[src/design/rau_pkg.sv]
// Shared types and codes for the rational arithmetic unit.
// No dependencies.
package rau_pkg;

    localparam logic [1:0] OP_ADD = 2'd0;
    localparam logic [1:0] OP_SUB = 2'd1;
    localparam logic [1:0] OP_MUL = 2'd2;
    localparam logic [1:0] OP_DIV = 2'd3;

    typedef enum logic [3:0] {
        S_IDLE,
        S_MUL_N,
        S_MUL_D,
        S_MUL_B,
        S_SUM,
        S_GCD_GO,
        S_GCD_WAIT,
        S_DIVN_GO,
        S_DIVN_WAIT,
        S_DIVD_GO,
        S_DIVD_WAIT,
        S_FINISH
    } t_state;

    // start request / completion between the sequencer and its units
    typedef struct packed {
        logic start;
    } t_unit_req;

    typedef struct packed {
        logic done;
    } t_unit_rsp;

endpackage

[src/design/rau_gcd.sv]
// Binary GCD of two unsigned magnitudes, one shift or subtract per cycle.
// Depends on rau_pkg for the request/response structs.
module rau_gcd #(
    parameter int MW = 64
) (
    input  logic                i_clk,
    input  logic                i_rst_n,
    input  rau_pkg::t_unit_req  i_req,
    input  logic [MW-1:0]       i_a,
    input  logic [MW-1:0]       i_b,
    output rau_pkg::t_unit_rsp  o_rsp,
    output logic [MW-1:0]       o_g
);
    localparam int KW = $clog2(MW + 1);

    logic          r_busy, n_busy;
    logic          r_shift, n_shift;
    logic          r_done, n_done;
    logic [MW-1:0] r_u, n_u;
    logic [MW-1:0] r_v, n_v;
    logic [KW-1:0] r_k, n_k;

    always_ff @(posedge i_clk) begin
        if (!i_rst_n) begin
            r_busy  <= 1'b0;
            r_shift <= 1'b0;
            r_done  <= 1'b0;
        end else begin
            r_busy  <= n_busy;
            r_shift <= n_shift;
            r_done  <= n_done;
        end
        r_u <= n_u;
        r_v <= n_v;
        r_k <= n_k;
    end

    always_comb begin
        n_busy  = r_busy;
        n_shift = r_shift;
        n_done  = 1'b0;
        n_u     = r_u;
        n_v     = r_v;
        n_k     = r_k;
        if (i_req.start) begin
            n_busy  = 1'b1;
            n_shift = 1'b0;
            n_u     = i_a;
            n_v     = i_b;
            n_k     = '0;
        end else if (r_busy && r_shift) begin
            // restore the common factors of two
            if (r_k == '0) begin
                n_busy = 1'b0;
                n_done = 1'b1;
            end else begin
                n_u = r_u << 1;
                n_k = r_k - 1'b1;
            end
        end else if (r_busy) begin
            if (r_u == '0 || r_v == '0) begin
                n_u     = r_u | r_v;
                n_shift = 1'b1;
            end else if (!r_u[0] && !r_v[0]) begin
                n_u = r_u >> 1;
                n_v = r_v >> 1;
                n_k = r_k + 1'b1;
            end else if (!r_u[0]) begin
                n_u = r_u >> 1;
            end else if (!r_v[0]) begin
                n_v = r_v >> 1;
            end else if (r_u >= r_v) begin
                n_u = r_u - r_v;
            end else begin
                n_v = r_v - r_u;
            end
        end
    end

    assign o_rsp.done = r_done;
    assign o_g        = r_u;

endmodule

[config.mk]
export PLATFORM = sky130hd
export DESIGN_NAME = rau_gcd
export DESIGN_NICKNAME = d
export VERILOG_FILES = /design/src/design/rau_pkg.sv /design/src/design/rau_gcd.sv
export SDC_FILE = /design/constraint.sdc
export NUM_CORES = 1
export LEC_CHECK = 0
export BUFFER_PORTS_ARGS = -buffer_cell sky130_fd_sc_hd__buf_2
export CAP_MARGIN = 20
export CORE_MARGIN = 2
export CORE_UTILIZATION = 30
export DETAILED_ROUTE_END_ITERATION = 7
export HOLD_SLACK_MARGIN = 0.1
export PLACE_DENSITY = 0.44
export SYNTH_ARGS = -nofsm -noshare
export SYNTH_HDL_FRONTEND = slang
export SYNTH_SLANG_ARGS = --single-unit
[constraint.sdc]
create_clock -name i_clk -period 13.1 [get_ports i_clk]
set_input_delay 2.62 -clock i_clk [delete_from_list [all_inputs] [get_ports i_clk]]
set_output_delay 2.62 -clock i_clk [all_outputs]
set_load 0.01 [all_outputs]
==> results of run 1 <==
==> cell type report <==
type / instances / area [µm²]
fillers: 6378 / 38000
multi-input cells: 1711 / 12000
flip-flops and latches: 138 / 4040
repair buffers: 224 / 1220
well taps: 765 / 957
inverters: 254 / 953
clock buffers: 24 / 557
clock inverters: 8 / 50.0
diodes: 1 / 2.50
==> state kept, by name (all words and copies together) (netlist names) <==
register  cells
r_k           7
r_busy        1
r_v          64
r_shift       1
o_g          64
o_rsp         1
==> worst max-delay path, stage by stage (launching register included) <==
cell and delay (ns):
edfxtp_1 0.50, inv_1 0.17, ha_1 0.18, inv_1 0.05
fa_1 0.39, nor2b_1 0.17, o221ai_1 0.38, a21boi_1 0.25
a21oi_1 0.48, nor2_1 0.12, o21ai_1 0.34, nand3_1 0.14
buf_4 0.32, a21boi_4 0.72, buf_4 0.74
==> through the flow <==
stage          total power (W)  instances
2_1_floorplan          0.00208       2237
3_3_place_gp           0.00287       3090
3_5_place_dp           0.00284       3091
4_1_cts                0.00339       3123
5_1_grt                0.00361       3124
6_report               0.00343       3125
==> synth_stat cells (36+ instances only) <==
| cell type | n |
|---|---|
| edfxtp_1 | 128 |
| a221oi_1 | 56 |
| clkbuf_1 | 90 |
| o221ai_1 | 36 |
| inv_1 | 241 |
| ha_1 | 196 |
| o21ai_0 | 101 |
| nor3_1 | 47 |
| nor2_1 | 164 |
| a21oi_1 | 269 |
| xnor2_1 | 90 |
| nor4_1 | 87 |
| nand2_1 | 136 |
| o21bai_1 | 50 |
| o31ai_1 | 49 |
| o211ai_1 | 39 |
==> power breakdown <==
group	total, W	switching [W]	internal, W
sequential	0.000768	0.000172	0.000596
combinational	0.00214	0.00144	0.000698
clock	0.000528	0.000232	0.000296
==> routing by layer <==
metal,GRT usage (%),part of all wire [%]
met5,0,0
met4,8.84,2.7
met3,4.61,6.5
met2,47.1,45
met1,40.2,45
==> final timing paths <==
check          from  endpoint  slack [ns]  cells past startpoint
max          o_g[0]   r_v[55]        7.61                     14
min          r_k[3]     o_rsp        0.49                      1
max reg2reg  o_g[0]   r_v[55]        7.61                     14
min reg2reg  r_k[3]     o_rsp        0.49                      1
==> cell families (layout without fill, tap and decap cells) <==
logic type,Yosys count,after routing,synth area share [%]
AOI/OAI and AO/OA,808,808,30.6
and+or+nand+nor,583,583,16.8
buffers and inverters,388,510,8.79
adders and majority gates,199,199,14.4
DFF,138,138,23.1
xor gates and xnor gates,98,98,4.91
muxes,23,23,1.39
other,0,1,0
==> flow_metrics.tcl, run 1 <==
set metrics [dict create \
    tritoncts "built" \
    core_area_mm2 0.0577 \
    ys_types 85 \
    most-common-layout-cells "a21oi_1, inv_1, ha_1, buf_2, nor2_1" \
    min_period_ns 5.49 \
    std_cell_rows 88 \
    synth_area_leaders "edfxtp_1, ha_1, a21oi_1" \
    cap_violations 0 \
    grt_pass1_wl_um 128000 \
    p_leak_nw 8.18 \
    synth-edff-count 128 \
    yosys.area.top_type_share_pct 22.0 \
    final_max_slew_viol_count 0 \
    synth-seq-cells 138 \
    rsz0062_at_grt "false" \
    crit_type "flop to flop" \
    viasPerCell 5.99 \
    place_congestion 0.960 \
    layout_commonest_cell "a21oi_1" \
    critPathLaunchType "flop" \
    placed_area_mm2 0.0191 \
    slew-limit-headroom_pct 32.2 \
    synth_area_mm2 0.0175 \
    setup_viol 0 \
    cp_data_required_time_ns 13.23 \
    ys_seq_area_share_pct 23.1 \
    clkTransAtPathRegs_ns 0.07 \
    holdBufCountCts 0 \
    die_y_um 245 \
    cts_buffers 17 \
    syn_area_per_cell_um2 7.82 \
    worstMarginPinSlew_ns 1.01 \
    cts_num_sinks 138 \
    detail_route.drc_violations 0 \
    die_area_mm2 0.0603 \
    pin_count 196 \
    gr-usage-all-layers_pct 29.3 \
    worst_hold_slack_ns 0.490 \
    grt_start_max_net_pins 82 \
    yosysWarnings 0 \
    clk_latency_ns 0.51 \
    cp.arrival_ns 5.62 \
    initial_core_util_pct 30.3 \
    nets 2676 \
    hold_path.class "flop to flop" \
    crit_path_max_fanout 47 \
    hpwl_um 69100 \
    syn_nets 2567 \
    timing.final.ws_setup_ns 7.61 \
    finalClockSkew_ns 0.0127 \
    cts-root-buf "clkbuf_16" \
    final_util_pct 34.2 \
    synth_ff_type "edfxtp_1" \
    io_buffer_count 195 \
    drive_gt1_share_pct 13.4 \
    status "completed" \
    post_cts_buffers 0 \
    dr.first_iter.drc_count 1687 \
    postRouteAntennaNets 0 \
    cts_buffer_depth 2 \
    yosysTopAreaCell "edfxtp_1" \
    cts-resized-gates 0 \
    vias 18700 \
    grt_overflow 0 \
    timing.final.hold_violations 0 \
    htree_num_levels 4 \
    grt_pass1_vias 18100 \
    postLayoutCellArea_mm2 0.0197 \
    pwr_density_cell_mw_per_mm2 174 \
    end_kind "flop" \
    wirelength_um 89800 \
    tns_ns 0 \
    fmax_mhz 182 \
    synth-async-reset-ratio_pct 0 \
    area_delta_synth_final_pct 12.8 \
    ir_drop_mv 0.114 \
    period_share_pct 41.9 \
    drt-pass1-iter-count 5 \
    routedWlPerCell_um 28.7 \
    synthCells 2237 \
    antenna_found_initial 1 \
    dp_slack_ns 7.20 \
    die_w_um 245 \
]
Note: power is estimated with default switching activity, not from simulation.
==> run 2: changes to the inputs <==
--- a/config.mk
+++ b/config.mk
@@ -11,7 +11,7 @@
 export CORE_UTILIZATION = 30
 export DETAILED_ROUTE_END_ITERATION = 7
 export HOLD_SLACK_MARGIN = 0.1
-export PLACE_DENSITY = 0.44
+export PLACE_DENSITY = 0.46
 export SYNTH_ARGS = -nofsm -noshare
 export SYNTH_HDL_FRONTEND = slang
 export SYNTH_SLANG_ARGS = --single-unit
==> constraint.sdc (replaced) <==
create_clock -name i_clk -period 4.54 [get_ports i_clk]
set_input_delay 0.908 -clock i_clk [delete_from_list [all_inputs] [get_ports i_clk]]
set_output_delay 0.908 -clock i_clk [all_outputs]
set_load 0.01 [all_outputs]
==> run 2 against run 1 <==
Net effect:
- critical path depth is 1 lower
- clock skew increased by 0.011 ns
- combinational power increased to 3.2 times the previous value
- final cell count rose by 4.7%
- die area stayed put
- final area is 6.4% higher
- largest cell class unchanged
- core utilization is 2.2 points higher
- sequential share of layout area fell by 1.2 points
- largest power group unchanged
- sequential cell count unchanged
- count of clock-buffer cells in the layout down 5
==> flow_metrics.tcl, run 2 (synthesized netlist as in run 1, its figures left out) <==
set metrics [dict create \
    slew-limit-headroom_pct 30.2 \
    worst_hold_slack_ns 0.517 \
    most-common-layout-cells "a21oi_1, inv_1, ha_1, buf_2, buf_4" \
    dr.first_iter.drc_count 1789 \
    pin_count 196 \
    min_period_ns 4.46 \
    p_leak_nw 8.94 \
    tritoncts "built" \
    nFillCells 6165 \
    p_sw_share_pct 52.1 \
    cap_violations 0 \
    drt-pass1-iter-count 5 \
    place_congestion 0.980 \
    worstMarginPinSlew_ns 1.04 \
    end_kind "flop" \
    clk_latency_ns 0.52 \
    vias 19300 \
    area_delta_synth_final_pct 20.0 \
    std_cell_rows 88 \
    viasPerCell 5.90 \
    p_int_w 0.00499 \
    wirelength_um 89700 \
    initial_core_util_pct 30.3 \
    io_buffer_count 195 \
    final_max_slew_viol_count 0 \
    grt_overflow 0 \
    antenna_found_initial 1 \
    die_y_um 245 \
    grt_start_max_net_pins 77 \
    cts_num_sinks 138 \
    nets 2825 \
    setup_viol 0 \
    postRouteAntennaNets 0 \
    post_cts_buffers 0 \
    critPathSlowestCell "edfxtp_1" \
    dp_slack_ns -0.221 \
    grt_pass1_wl_um 130000 \
    rsz0062_at_grt "false" \
    pwr_density_cell_mw_per_mm2 496 \
    die_area_mm2 0.0603 \
    cpPeakStageDelay_ns 0.58 \
    timing.final.hold_violations 0 \
    layout_commonest_cell "a21oi_1" \
    drive_gt1_share_pct 18.9 \
    core_area_mm2 0.0577 \
    crit_path_max_fanout 10 \
    cts-root-buf "clkbuf_16" \
    hpwl_um 70900 \
    finalClockSkew_ns 0.0235 \
    routedWlPerCell_um 27.4 \
    cp_top_family "compound AO/OA/AOI/OAI gates" \
    seq_power_share_pct 19.3 \
    path_cells "inv_1 -> ha_1 -> or2b_1 -> a211oi_2 -> or3_4 -> a31oi_4 -> a2111oi_1 -> buf_4 -> or2_4 -> a311o_1 -> a221oi_2 -> mux2i_1 -> a221oi_2" \
    die_w_um 245 \
    clkTransAtPathRegs_ns 0.07 \
    cts_buffer_depth 2 \
    crit_type "flop to flop" \
    grt_pass1_vias 18900 \
    hold_path.class "flop to flop" \
    status "completed" \
    clkPwrFrac_pct 14.9 \
    diodes 0 \
    detail_route.drc_violations 0 \
    cts_buffers 17 \
    cp_data_required_time_ns 4.78 \
    final_util_pct 36.4 \
    tns_ns 0 \
    ff2ff_setup_slack_ns 0.08 \
    p_switching_w 0.00542 \
    crit_top_cell "a221oi_2" \
    htree_num_levels 4 \
    cp.arrival_ns 4.70 \
    comb_power_share_pct 65.9 \
    ir_drop_mv 0.395 \
    gr-usage-all-layers_pct 29.3 \
    critPathLaunchType "flop" \
    timing.final.ws_setup_ns 0.0812 \
    period_share_pct 98.2 \
    holdBufCountCts 0 \
    fmax_mhz 224 \
    cp_num_buf_inv 2 \
]
==> run 2: changes by cell type in the layout (fill, tap and decap cells not counted), sizes merged <==
cell      change
buf         +149
clkinv        +2
clkinvlp      +1
clkbuf        -5
inv           -1
diode         -1
bufinv        +3
==> run 2: layout make-up <==
| type | instances | area (µm²) | share of cell area, % |
|---|---|---|---|
| clock buffers | 19 | 433 | 2.06 |
| clock inverters | 13 | 153 | 0.727 |
| inverters | 254 | 953 | 4.54 |
| multi-input cells | 1711 | 12000 | 57.3 |
| flip-flops and latches | 138 | 4040 | 19.3 |
| well taps | 765 | 957 | 4.56 |
| repair buffers | 373 | 2430 | 11.6 |
==> run 2: final timing paths <==
check | depth (start not counted) | endpoint | from
setup / recovery | 13 | o_g[57] | o_g[6]
hold / removal | 1 | o_rsp | r_k[3]
setup reg to reg | 13 | o_g[57] | o_g[6]
hold reg to reg | 1 | o_rsp | r_k[3]
==> run 2: routing by layer <==
layer  track usage [%]  routed length, µm
met1              40.4              40000
met2              45.5              39700
met3              4.39               6170
met4              12.4               3780
met5                 0                  0
==> run 2: through the flow <==
stage               power (W)  std cells  instance area (µm²)
floorplan             0.00600       2237                17500
global placement      0.00872       3241                20300
detailed placement    0.00866       3241                20300
CTS                    0.0103       3273                20900
global route           0.0110       3273                21000
finish                 0.0104       3273                21000
==> run 2: worst register-to-register path, cell delays in order (launching register included) <==
cell	delay, ns
edfxtp_1	0.58
inv_1	0.16
ha_1	0.57
or2b_1	0.20
a211oi_2	0.10
or3_4	0.36
a31oi_4	0.27
a2111oi_1	0.15
buf_4	0.17
or2_4	0.30
a311o_1	0.49
a221oi_2	0.48
mux2i_1	0.31
a221oi_2	0.06
==> run 2: timing repair <==
action                                  4_1_cts  5_1_grt
endpoints found under the setup margin        1       17
pin swaps                                     0        1
resized for setup                             3       12
==> run 2: power by group through the flow <==
stage | sequential [W] | combinational (W) | clock, W
6_report | 0.00200 | 0.00686 | 0.00155
5_1_grt | 0.00203 | 0.00731 | 0.00162
4_1_cts | 0.00200 | 0.00670 | 0.00158
3_5_place_dp | 0.00203 | 0.00663 | 0
3_3_place_gp | 0.00202 | 0.00670 | 0
2_1_floorplan | 0.00199 | 0.00401 | 0
