File: config.mk
export PLATFORM = sky130hd
export DESIGN_NAME = rau_div
export DESIGN_NICKNAME = d
export VERILOG_FILES = /design/src/design/rau_pkg.sv /design/src/design/rau_div.sv
export SDC_FILE = /design/constraint.sdc
export NUM_CORES = 1
export LEC_CHECK = 0
export BUFFER_PORTS_ARGS = -buffer_cell sky130_fd_sc_hd__buf_2
export CORE_MARGIN = 3
export CORE_UTILIZATION = 58
export CTS_BUF_LIST = sky130_fd_sc_hd__clkbuf_16
export DETAILED_ROUTE_END_ITERATION = 12
export MAX_ROUTING_LAYER = met4
export PLACE_DENSITY = 0.9
export SLEW_MARGIN = 40
export SYNTH_ARGS = -nofsm -noshare
export SYNTH_HDL_FRONTEND = slang
export SYNTH_SLANG_ARGS = --single-unit
File: constraint.sdc
create_clock -name i_clk -period 3.6 [get_ports i_clk]
set_input_delay 0.36 -clock i_clk [delete_from_list [all_inputs] [get_ports i_clk]]
set_output_delay 0.36 -clock i_clk [all_outputs]
set_load 0.02 [all_outputs]
File: src/design/rau_pkg.sv
// Shared types and codes for the rational arithmetic unit.
// No dependencies.
package rau_pkg;

    localparam logic [1:0] OP_ADD = 2'd0;
    localparam logic [1:0] OP_SUB = 2'd1;
    localparam logic [1:0] OP_MUL = 2'd2;
    localparam logic [1:0] OP_DIV = 2'd3;

    typedef enum logic [3:0] {
        S_IDLE,
        S_MUL_N,
        S_MUL_D,
        S_MUL_B,
        S_SUM,
        S_GCD_GO,
        S_GCD_WAIT,
        S_DIVN_GO,
        S_DIVN_WAIT,
        S_DIVD_GO,
        S_DIVD_WAIT,
        S_FINISH
    } t_state;

    // start request / completion between the sequencer and its units
    typedef struct packed {
        logic start;
    } t_unit_req;

    typedef struct packed {
        logic done;
    } t_unit_rsp;

endpackage

File: src/design/rau_div.sv
// Restoring divider, one quotient bit per cycle.
// Depends on rau_pkg for the request/response structs.
module rau_div #(
    parameter int MW = 64
) (
    input  logic                i_clk,
    input  logic                i_rst_n,
    input  rau_pkg::t_unit_req  i_req,
    input  logic [MW-1:0]       i_num,
    input  logic [MW-1:0]       i_den,
    output rau_pkg::t_unit_rsp  o_rsp,
    output logic [MW-1:0]       o_quo
);
    localparam int CW = $clog2(MW);

    logic          r_busy, n_busy;
    logic          r_done, n_done;
    logic [MW-1:0] r_rem, n_rem;
    logic [MW-1:0] r_quo, n_quo;
    logic [MW-1:0] r_den, n_den;
    logic [CW-1:0] r_cnt, n_cnt;
    logic [MW:0]   w_trial;

    always_ff @(posedge i_clk) begin
        if (!i_rst_n) begin
            r_busy <= 1'b0;
            r_done <= 1'b0;
        end else begin
            r_busy <= n_busy;
            r_done <= n_done;
        end
        r_rem <= n_rem;
        r_quo <= n_quo;
        r_den <= n_den;
        r_cnt <= n_cnt;
    end

    // remainder stays below the divisor, so MW bits hold it
    assign w_trial = {r_rem, r_quo[MW-1]};

    always_comb begin
        n_busy = r_busy;
        n_done = 1'b0;
        n_rem  = r_rem;
        n_quo  = r_quo;
        n_den  = r_den;
        n_cnt  = r_cnt;
        if (i_req.start) begin
            n_busy = 1'b1;
            n_rem  = '0;
            n_quo  = i_num;
            n_den  = i_den;
            n_cnt  = CW'(MW - 1);
        end else if (r_busy) begin
            if (w_trial >= {1'b0, r_den}) begin
                n_rem = MW'(w_trial - {1'b0, r_den});
                n_quo = {r_quo[MW-2:0], 1'b1};
            end else begin
                n_rem = w_trial[MW-1:0];
                n_quo = {r_quo[MW-2:0], 1'b0};
            end
            if (r_cnt == '0) begin
                n_busy = 1'b0;
                n_done = 1'b1;
            end else begin
                n_cnt = r_cnt - 1'b1;
            end
        end
    end

    assign o_rsp.done = r_done;
    assign o_quo      = r_quo;

endmodule

==> results.ini, run 1 <==
[layout]
multiInputGateArea_sq_um=6290
antenna_cells=0
layout-drive-gt1-share_pct=26.4
syn2layout_area_growth_pct=19.3
finalNetCount=1619
fin_util_pct=72.0
final-seq-area_sq_um=5290
fillers=1361

[timing]
setup_viol=7
final_hold_viol_count=0
slew_headroom_pct=51.8
worst_slew_pin_slew_ns=0.724
postLayoutSetupSlackWorst_ns=-0.0393
final.setup_skew_ns=0.0174
finalCritPeriodShare_pct=101
min_period_ns=3.64
clock.fmax_mhz=275
drv_slew=0
rsz0062_at_grt=true
tns_ns=-0.126

[floorplanning]
dieArea_sq_um=22400
die-height_um=150
core_area_sq_um=19800
io_pins=196
die_w_um=150
rows=51
start_util_pct=60.3

[worst_hold_path]
holdCritPathClass=in -> reg
min_to=r_den[63]$_DFFE_PP_
min_from=i_den[63]
hold_path_depth=1

[synthesis]
ys_async_sr_fraction_pct=0
ys_seq_elements=200
yosys.area.top_type=edfxtp_1
synth_area_leaders=edfxtp_1, dfxtp_1, ha_1
synth_flop_cell=edfxtp_1
synth_most_common_cell=nor2_1
seq_area_frac_synth_pct=44.1
ys_warn_count=0
yosys.area.top_type_share_pct=32.1
synth_nets=1430
synthCells=1232
yosysUniqueCellTypes=64
synthTopCellsByCount=nor2_1, edfxtp_1, a21oi_1
synth_edf_count=128
synth_area_sq_um=12000
avgSynthCellArea_sq_um=9.72

[clock_tree]
clk_pin_slew_ns=0.09
cts_hold_buffers=0
cts_root_buf=clkbuf_16
cts_sinks=200
max-clock-path-buffers=2
h-tree-depth=4
cts_tree=yes
numCtsBuffers=17
clk_latency_ns=0.46

[global_routing]
grt-ovfl-total=0
grt_pass1_vias=10264
antenna_found_initial=0
track_usage_pct=28.4
grt_pass1_wl_mm=50.1
grt_max_degree=133

[route]
dr.first_iter.drc_count=1029
firstDrtPassIters=7
routed_via_density=6.16
wirelength_mm=32.4
drc=0
vias=10460
routedWlPerCell_um=19.1
antenna_left=0

[critical_path]
startpoint_type=register
cp-end-kind=register
worstPathMaxFanout=12
reg2reg_slack_ns=-0.04
r2r_cells=13
cp_data_required_time_ns=3.92
r2r-start=r_den[20]$_DFFE_PP_
reg2reg_to=r_rem[24]$_SDFFE_PP0P_
crit_type=reg -> reg
cp.arrival_ns=3.96

[pwr]
net-switching-power_w=0.00251
p_sw_share_pct=35.4
p_clk_share_pct=29.9
vdd_ir_drop_max_v=0.000327
leakage_nw=6.11
p_int_w=0.00457
power_frac_comb_pct=30.2
p_per_area_nw_per_um2=496
seq_power_share_pct=39.9

[job]
max_cap_viol_count=0

[run_status]
violations=negative setup slack
status=complete, but fails checks

[placement]
io_buffers=195
globalplace.congestion=0.934
dp_hpwl_mm=21.9

[cell usage in the layout (no fill, tap or decap), drive strengths merged, types with 5 or more instances in the layout]
master and count:
and2 5, nand3 14, nand4b 5, buf 233
nor2 142, xor2 31, a21oi 117, o21bai 16
o21ai 58, mux2 65, clkbuf 19, mux2i 29
nor2b 7, ha 66, dfxtp 72, o221ai 5
a21o 28, or4 5, edfxtp 128, nand4 27
or3 6, xnor2 26, nand2b 14, o21a 10
a31oi 8, a211o 5, and3 7, nor3 17
nand2 66, inv 96, a211oi 63
[what timing repair did]
item,in CTS,in global routing
buffers inserted,0,12
pin swaps,0,14
setup endpoints to repair,2,59
gates cloned,0,2
resized for setup,1,48
endpoints found under the hold margin,0,0
[area by class of cell]
| type | instances | share of cell area [%] |
|---|---|---|
| repair buffers | 235 | 9.77 |
| well taps | 265 | 2.32 |
| flip-flops and latches | 200 | 37.0 |
| inverters | 85 | 2.23 |
| clock inverters | 15 | 1.64 |
| multi-input cells | 882 | 44.0 |
| clock buffers | 17 | 2.98 |
[sequential cells by signal, indices dropped and copies added (netlist names)]
signal	flops
o_quo	64
o_rsp	1
r_busy	1
r_cnt	6
r_den	64
r_rem	64
[how the worst max path moves through the flow]
stage	slack, ns	endpoint	startpoint	cells after the start
3_5_place_dp	0.03	r_rem[20]$_SDFFE_PP0P_	r_den[14]$_DFFE_PP_	14
4_1_cts	0.03	r_rem[50]$_SDFFE_PP0P_	r_den[20]$_DFFE_PP_	12
6_report	-0.04	r_rem[24]$_SDFFE_PP0P_	r_den[20]$_DFFE_PP_	13
5_1_grt	-0.16	r_rem[24]$_SDFFE_PP0P_	r_den[20]$_DFFE_PP_	13
3_3_place_gp	0.16	r_rem[49]$_SDFFE_PP0P_	r_den[14]$_DFFE_PP_	13
2_1_floorplan	0.31	r_rem[49]$_SDFFE_PP0P_	r_den[24]$_DFFE_PP_	14
[power groups by stage]
| stage | sequential, W | combinational [W] | clock, W |
|---|---|---|---|
| 2_1_floorplan | 0.00291 | 0.00131 | 0 |
| 3_5_place_dp | 0.00286 | 0.00190 | 0 |
| 4_1_cts | 0.00282 | 0.00194 | 0.00212 |
| 5_1_grt | 0.00285 | 0.00232 | 0.00221 |
| 6_report | 0.00283 | 0.00214 | 0.00212 |
| 3_3_place_gp | 0.00285 | 0.00184 | 0 |
[critical path: stages, from the launching register on]
cell	delay [ns]
edfxtp_1	0.43
inv_1	0.14
ha_4	0.23
a21oi_2	0.16
o21ai_2	0.09
or4_4	0.47
or3_4	0.42
a211oi_4	0.27
nor4_4	0.10
a211oi_4	0.43
buf_12	0.22
buf_6	0.18
mux2i_2	0.28
a211oi_2	0.10
[logic make-up after synthesis]
| group | share of synthesized area [%] |
|---|---|
| AOI/OAI and AO/OA | 18.0 |
| xor gates and xnor gates | 4.17 |
| adders and majority gates | 7.06 |
| buffers and inverters | 5.26 |
| DFF | 44.1 |
| muxes | 8.54 |
| and+or+nand+nor | 12.9 |
[stage by stage]
stage / worst slack (ns) / total power, W / hold slack (ns) / area [sq um] / std cells
2_1_floorplan: 0.314 / 0.00423 / 0.453 / 12000 / 1232
3_3_place_gp: 0.161 / 0.00469 / 0.468 / 13200 / 1653
3_5_place_dp: 0.0336 / 0.00476 / 0.480 / 13200 / 1653
4_1_cts: 0.0307 / 0.00688 / 0.0588 / 13900 / 1685
5_1_grt: -0.155 / 0.00738 / 0.0554 / 14300 / 1699
6_report: -0.0393 / 0.00708 / 0.0649 / 14300 / 1699
[routing by layer]
layer | vias to the layer above | GRT usage [%] | part of all wire, %
met1 | 4938 | 34.3 | 39
met2 | 525 | 48.0 | 50
met3 | 131 | 5.39 | 7.2
met5 | - | - | 0
li1 | 4866 | - | -
met4 | 0 | 9.79 | 3.7
Note: power is estimated with default switching activity, not from simulation.
==> run 2: changes to the inputs <==
- REMOVE_ABC_BUFFERS: unset -> 1
==> results.ini, run 2 (synthesis results as in run 1) <==
[timing]
final.setup_skew_ns=0.0212  ; was 0.0174 ns
rsz0062_at_grt=true  ; unchanged
final_hold_viol_count=0  ; unchanged
drv_slew=0  ; unchanged
postLayoutSetupSlackWorst_ns=0.0739  ; was -0.0393 ns
min_period_ns=3.53  ; was 3.64 ns
slew_headroom_pct=52.9  ; was 51.8%
clock.fmax_mhz=284  ; was 275 MHz
worst_slew_pin_slew_ns=0.699  ; was 0.724 ns
finalCritPeriodShare_pct=97.9  ; was 101%
tns_ns=0  ; was -0.126 ns
setup_viol=0  ; was 7

[floorplanning]
die-height_um=150  ; unchanged
core_area_sq_um=19800  ; unchanged
io_pins=196  ; unchanged
rows=51  ; unchanged
start_util_pct=60.3  ; unchanged
dieArea_sq_um=22400  ; unchanged
die_w_um=150  ; unchanged

[global_routing]
antenna_found_initial=0  ; unchanged
grt-ovfl-total=0  ; unchanged
grt_pass1_vias=10089  ; was 10264
grt_pass1_wl_mm=49.3  ; was 50.1 mm
track_usage_pct=28.1  ; was 28.4%
grt_max_degree=80  ; was 133

[pwr]
p_per_area_nw_per_um2=481  ; was 496 nW/um^2
leakage_nw=6.08  ; was 6.11 nW
vdd_ir_drop_max_v=0.000299  ; was 0.000327 V
total_power_w=0.00684  ; was 0.00708 W

[critical_path]
startpoint_type=register  ; unchanged
cp_data_required_time_ns=3.90  ; was 3.92 ns
cp-end-kind=register  ; unchanged
cp.arrival_ns=3.83  ; was 3.96 ns
worstPathMaxFanout=6  ; was 12
crit_type=reg -> reg  ; unchanged

[clock_tree]
h-tree-depth=4  ; unchanged
cts_hold_buffers=0  ; unchanged
clk_pin_slew_ns=0.09  ; about the same
cts_root_buf=clkbuf_16  ; unchanged
cts_sinks=200  ; unchanged
max-clock-path-buffers=2  ; unchanged
cts_tree=yes  ; unchanged
clk_latency_ns=0.45  ; was 0.46 ns
numCtsBuffers=17  ; unchanged

[layout]
design_area_sq_um=14200  ; was 14300 sq um
final_cell_mix=buf_2, nor2_1, edfxtp_1  ; unchanged
syn2layout_area_growth_pct=18.7  ; was 19.3%
fin_util_pct=71.6  ; was 72.0%
finalNetCount=1618  ; was 1619
final_common_cell=buf_2  ; unchanged
layout-drive-gt1-share_pct=26.2  ; was 26.4%
antenna_cells=0  ; unchanged

[route]
antenna_left=0  ; unchanged
vias=10252  ; was 10460
firstDrtPassIters=8  ; was 7
routed_via_density=6.04  ; was 6.16
dr.first_iter.drc_count=848  ; was 1029
routedWlPerCell_um=18.4  ; was 19.1 um
drc=0  ; unchanged
wirelength_mm=31.3  ; was 32.4 mm

[placement]
globalplace.congestion=0.969  ; was 0.934
dpl_cell_area_sq_um=13200  ; about the same
pre_cts_slack_ns=0.0538  ; was 0.0336 ns
dp_hpwl_mm=22.1  ; was 21.9 mm
io_buffers=195  ; unchanged

[worst_hold_path]
holdCritPathClass=in -> reg  ; unchanged

[run_status]
status=completed  ; was complete, but fails checks

[job]
max_cap_viol_count=0  ; unchanged

==> run 2: cell types whose count changed in the layout (fill, tap and decap cells not counted), sizes merged <==
cell,delta
inv,-5
clkinv,+3
clkinvlp,+2
clkbuf,-1
==> run 2: routing by layer <==
metal | global-route usage (%) | up-vias | wire length [um]
met5 | - | - | 0
li1 | - | 4871 | -
met3 | 5.45 | 59 | 2180
met4 | 8.14 | 0 | 665
met2 | 48.0 | 460 | 15900
met1 | 34.1 | 4862 | 12600
==> run 2: critical path, stage by stage (launching register included) <==
cell	delay, ns
edfxtp_1	0.39
inv_2	0.08
ha_4	0.22
a21oi_2	0.20
o21ai_2	0.09
or4_1	0.50
or3_4	0.43
a211oi_4	0.27
nor4_4	0.07
a211oi_4	0.31
buf_12	0.14
buf_12	0.13
mux2_2	0.33
mux2i_1	0.16
nor2_1	0.05
==> run 2: path summary, 6_finish.rpt <==
kind,slack [ns],startpoint,endpoint,depth (start not counted)
worst max-delay path,0.07,r_den[18]$_DFFE_PP_,r_rem[49]$_SDFFE_PP0P_,14
worst min register to register,0.50,r_cnt[1]$_SDFFE_PP1P_,r_cnt[1]$_SDFFE_PP1P_,1
worst min-delay path,0.08,i_den[60],r_den[60]$_DFFE_PP_,1
worst max register to register,0.07,r_den[18]$_DFFE_PP_,r_rem[49]$_SDFFE_PP0P_,14
==> run 2: per-stage QoR <==
stage | std cells | hold WS, ns
global route | 1698 | 0.0520
finish | 1698 | 0.0812
detailed placement | 1652 | 0.480
floorplan | 1167 | 0.429
global placement | 1652 | 0.472
CTS | 1684 | 0.0631
==> run 2: timing repair <==
| item | in CTS | in global routing |
|---|---|---|
| gates resized for setup | 0 | 56 |
| buffers inserted | 0 | 13 |
| endpoints found under the setup margin | 0 | 60 |
==> run 2: cell type report <==
| cell class | count | area, sq um |
|---|---|---|
| repair buffers | 234 | 1370 |
| inverters | 85 | 319 |
| well taps | 265 | 332 |
| fillers | 1417 | 5630 |
| multi-input cells | 882 | 6300 |
| flip-flops and latches | 200 | 5290 |
| clock inverters | 15 | 179 |
| clock buffers | 17 | 425 |
==> run 2: power by group <==
part | internal (W) | leakage, nW | switching (W)
clock network | 0.000937 | 0.288 | 0.000994
registers | 0.00268 | 1.86 | 0.000149
logic | 0.000880 | 3.93 | 0.00121
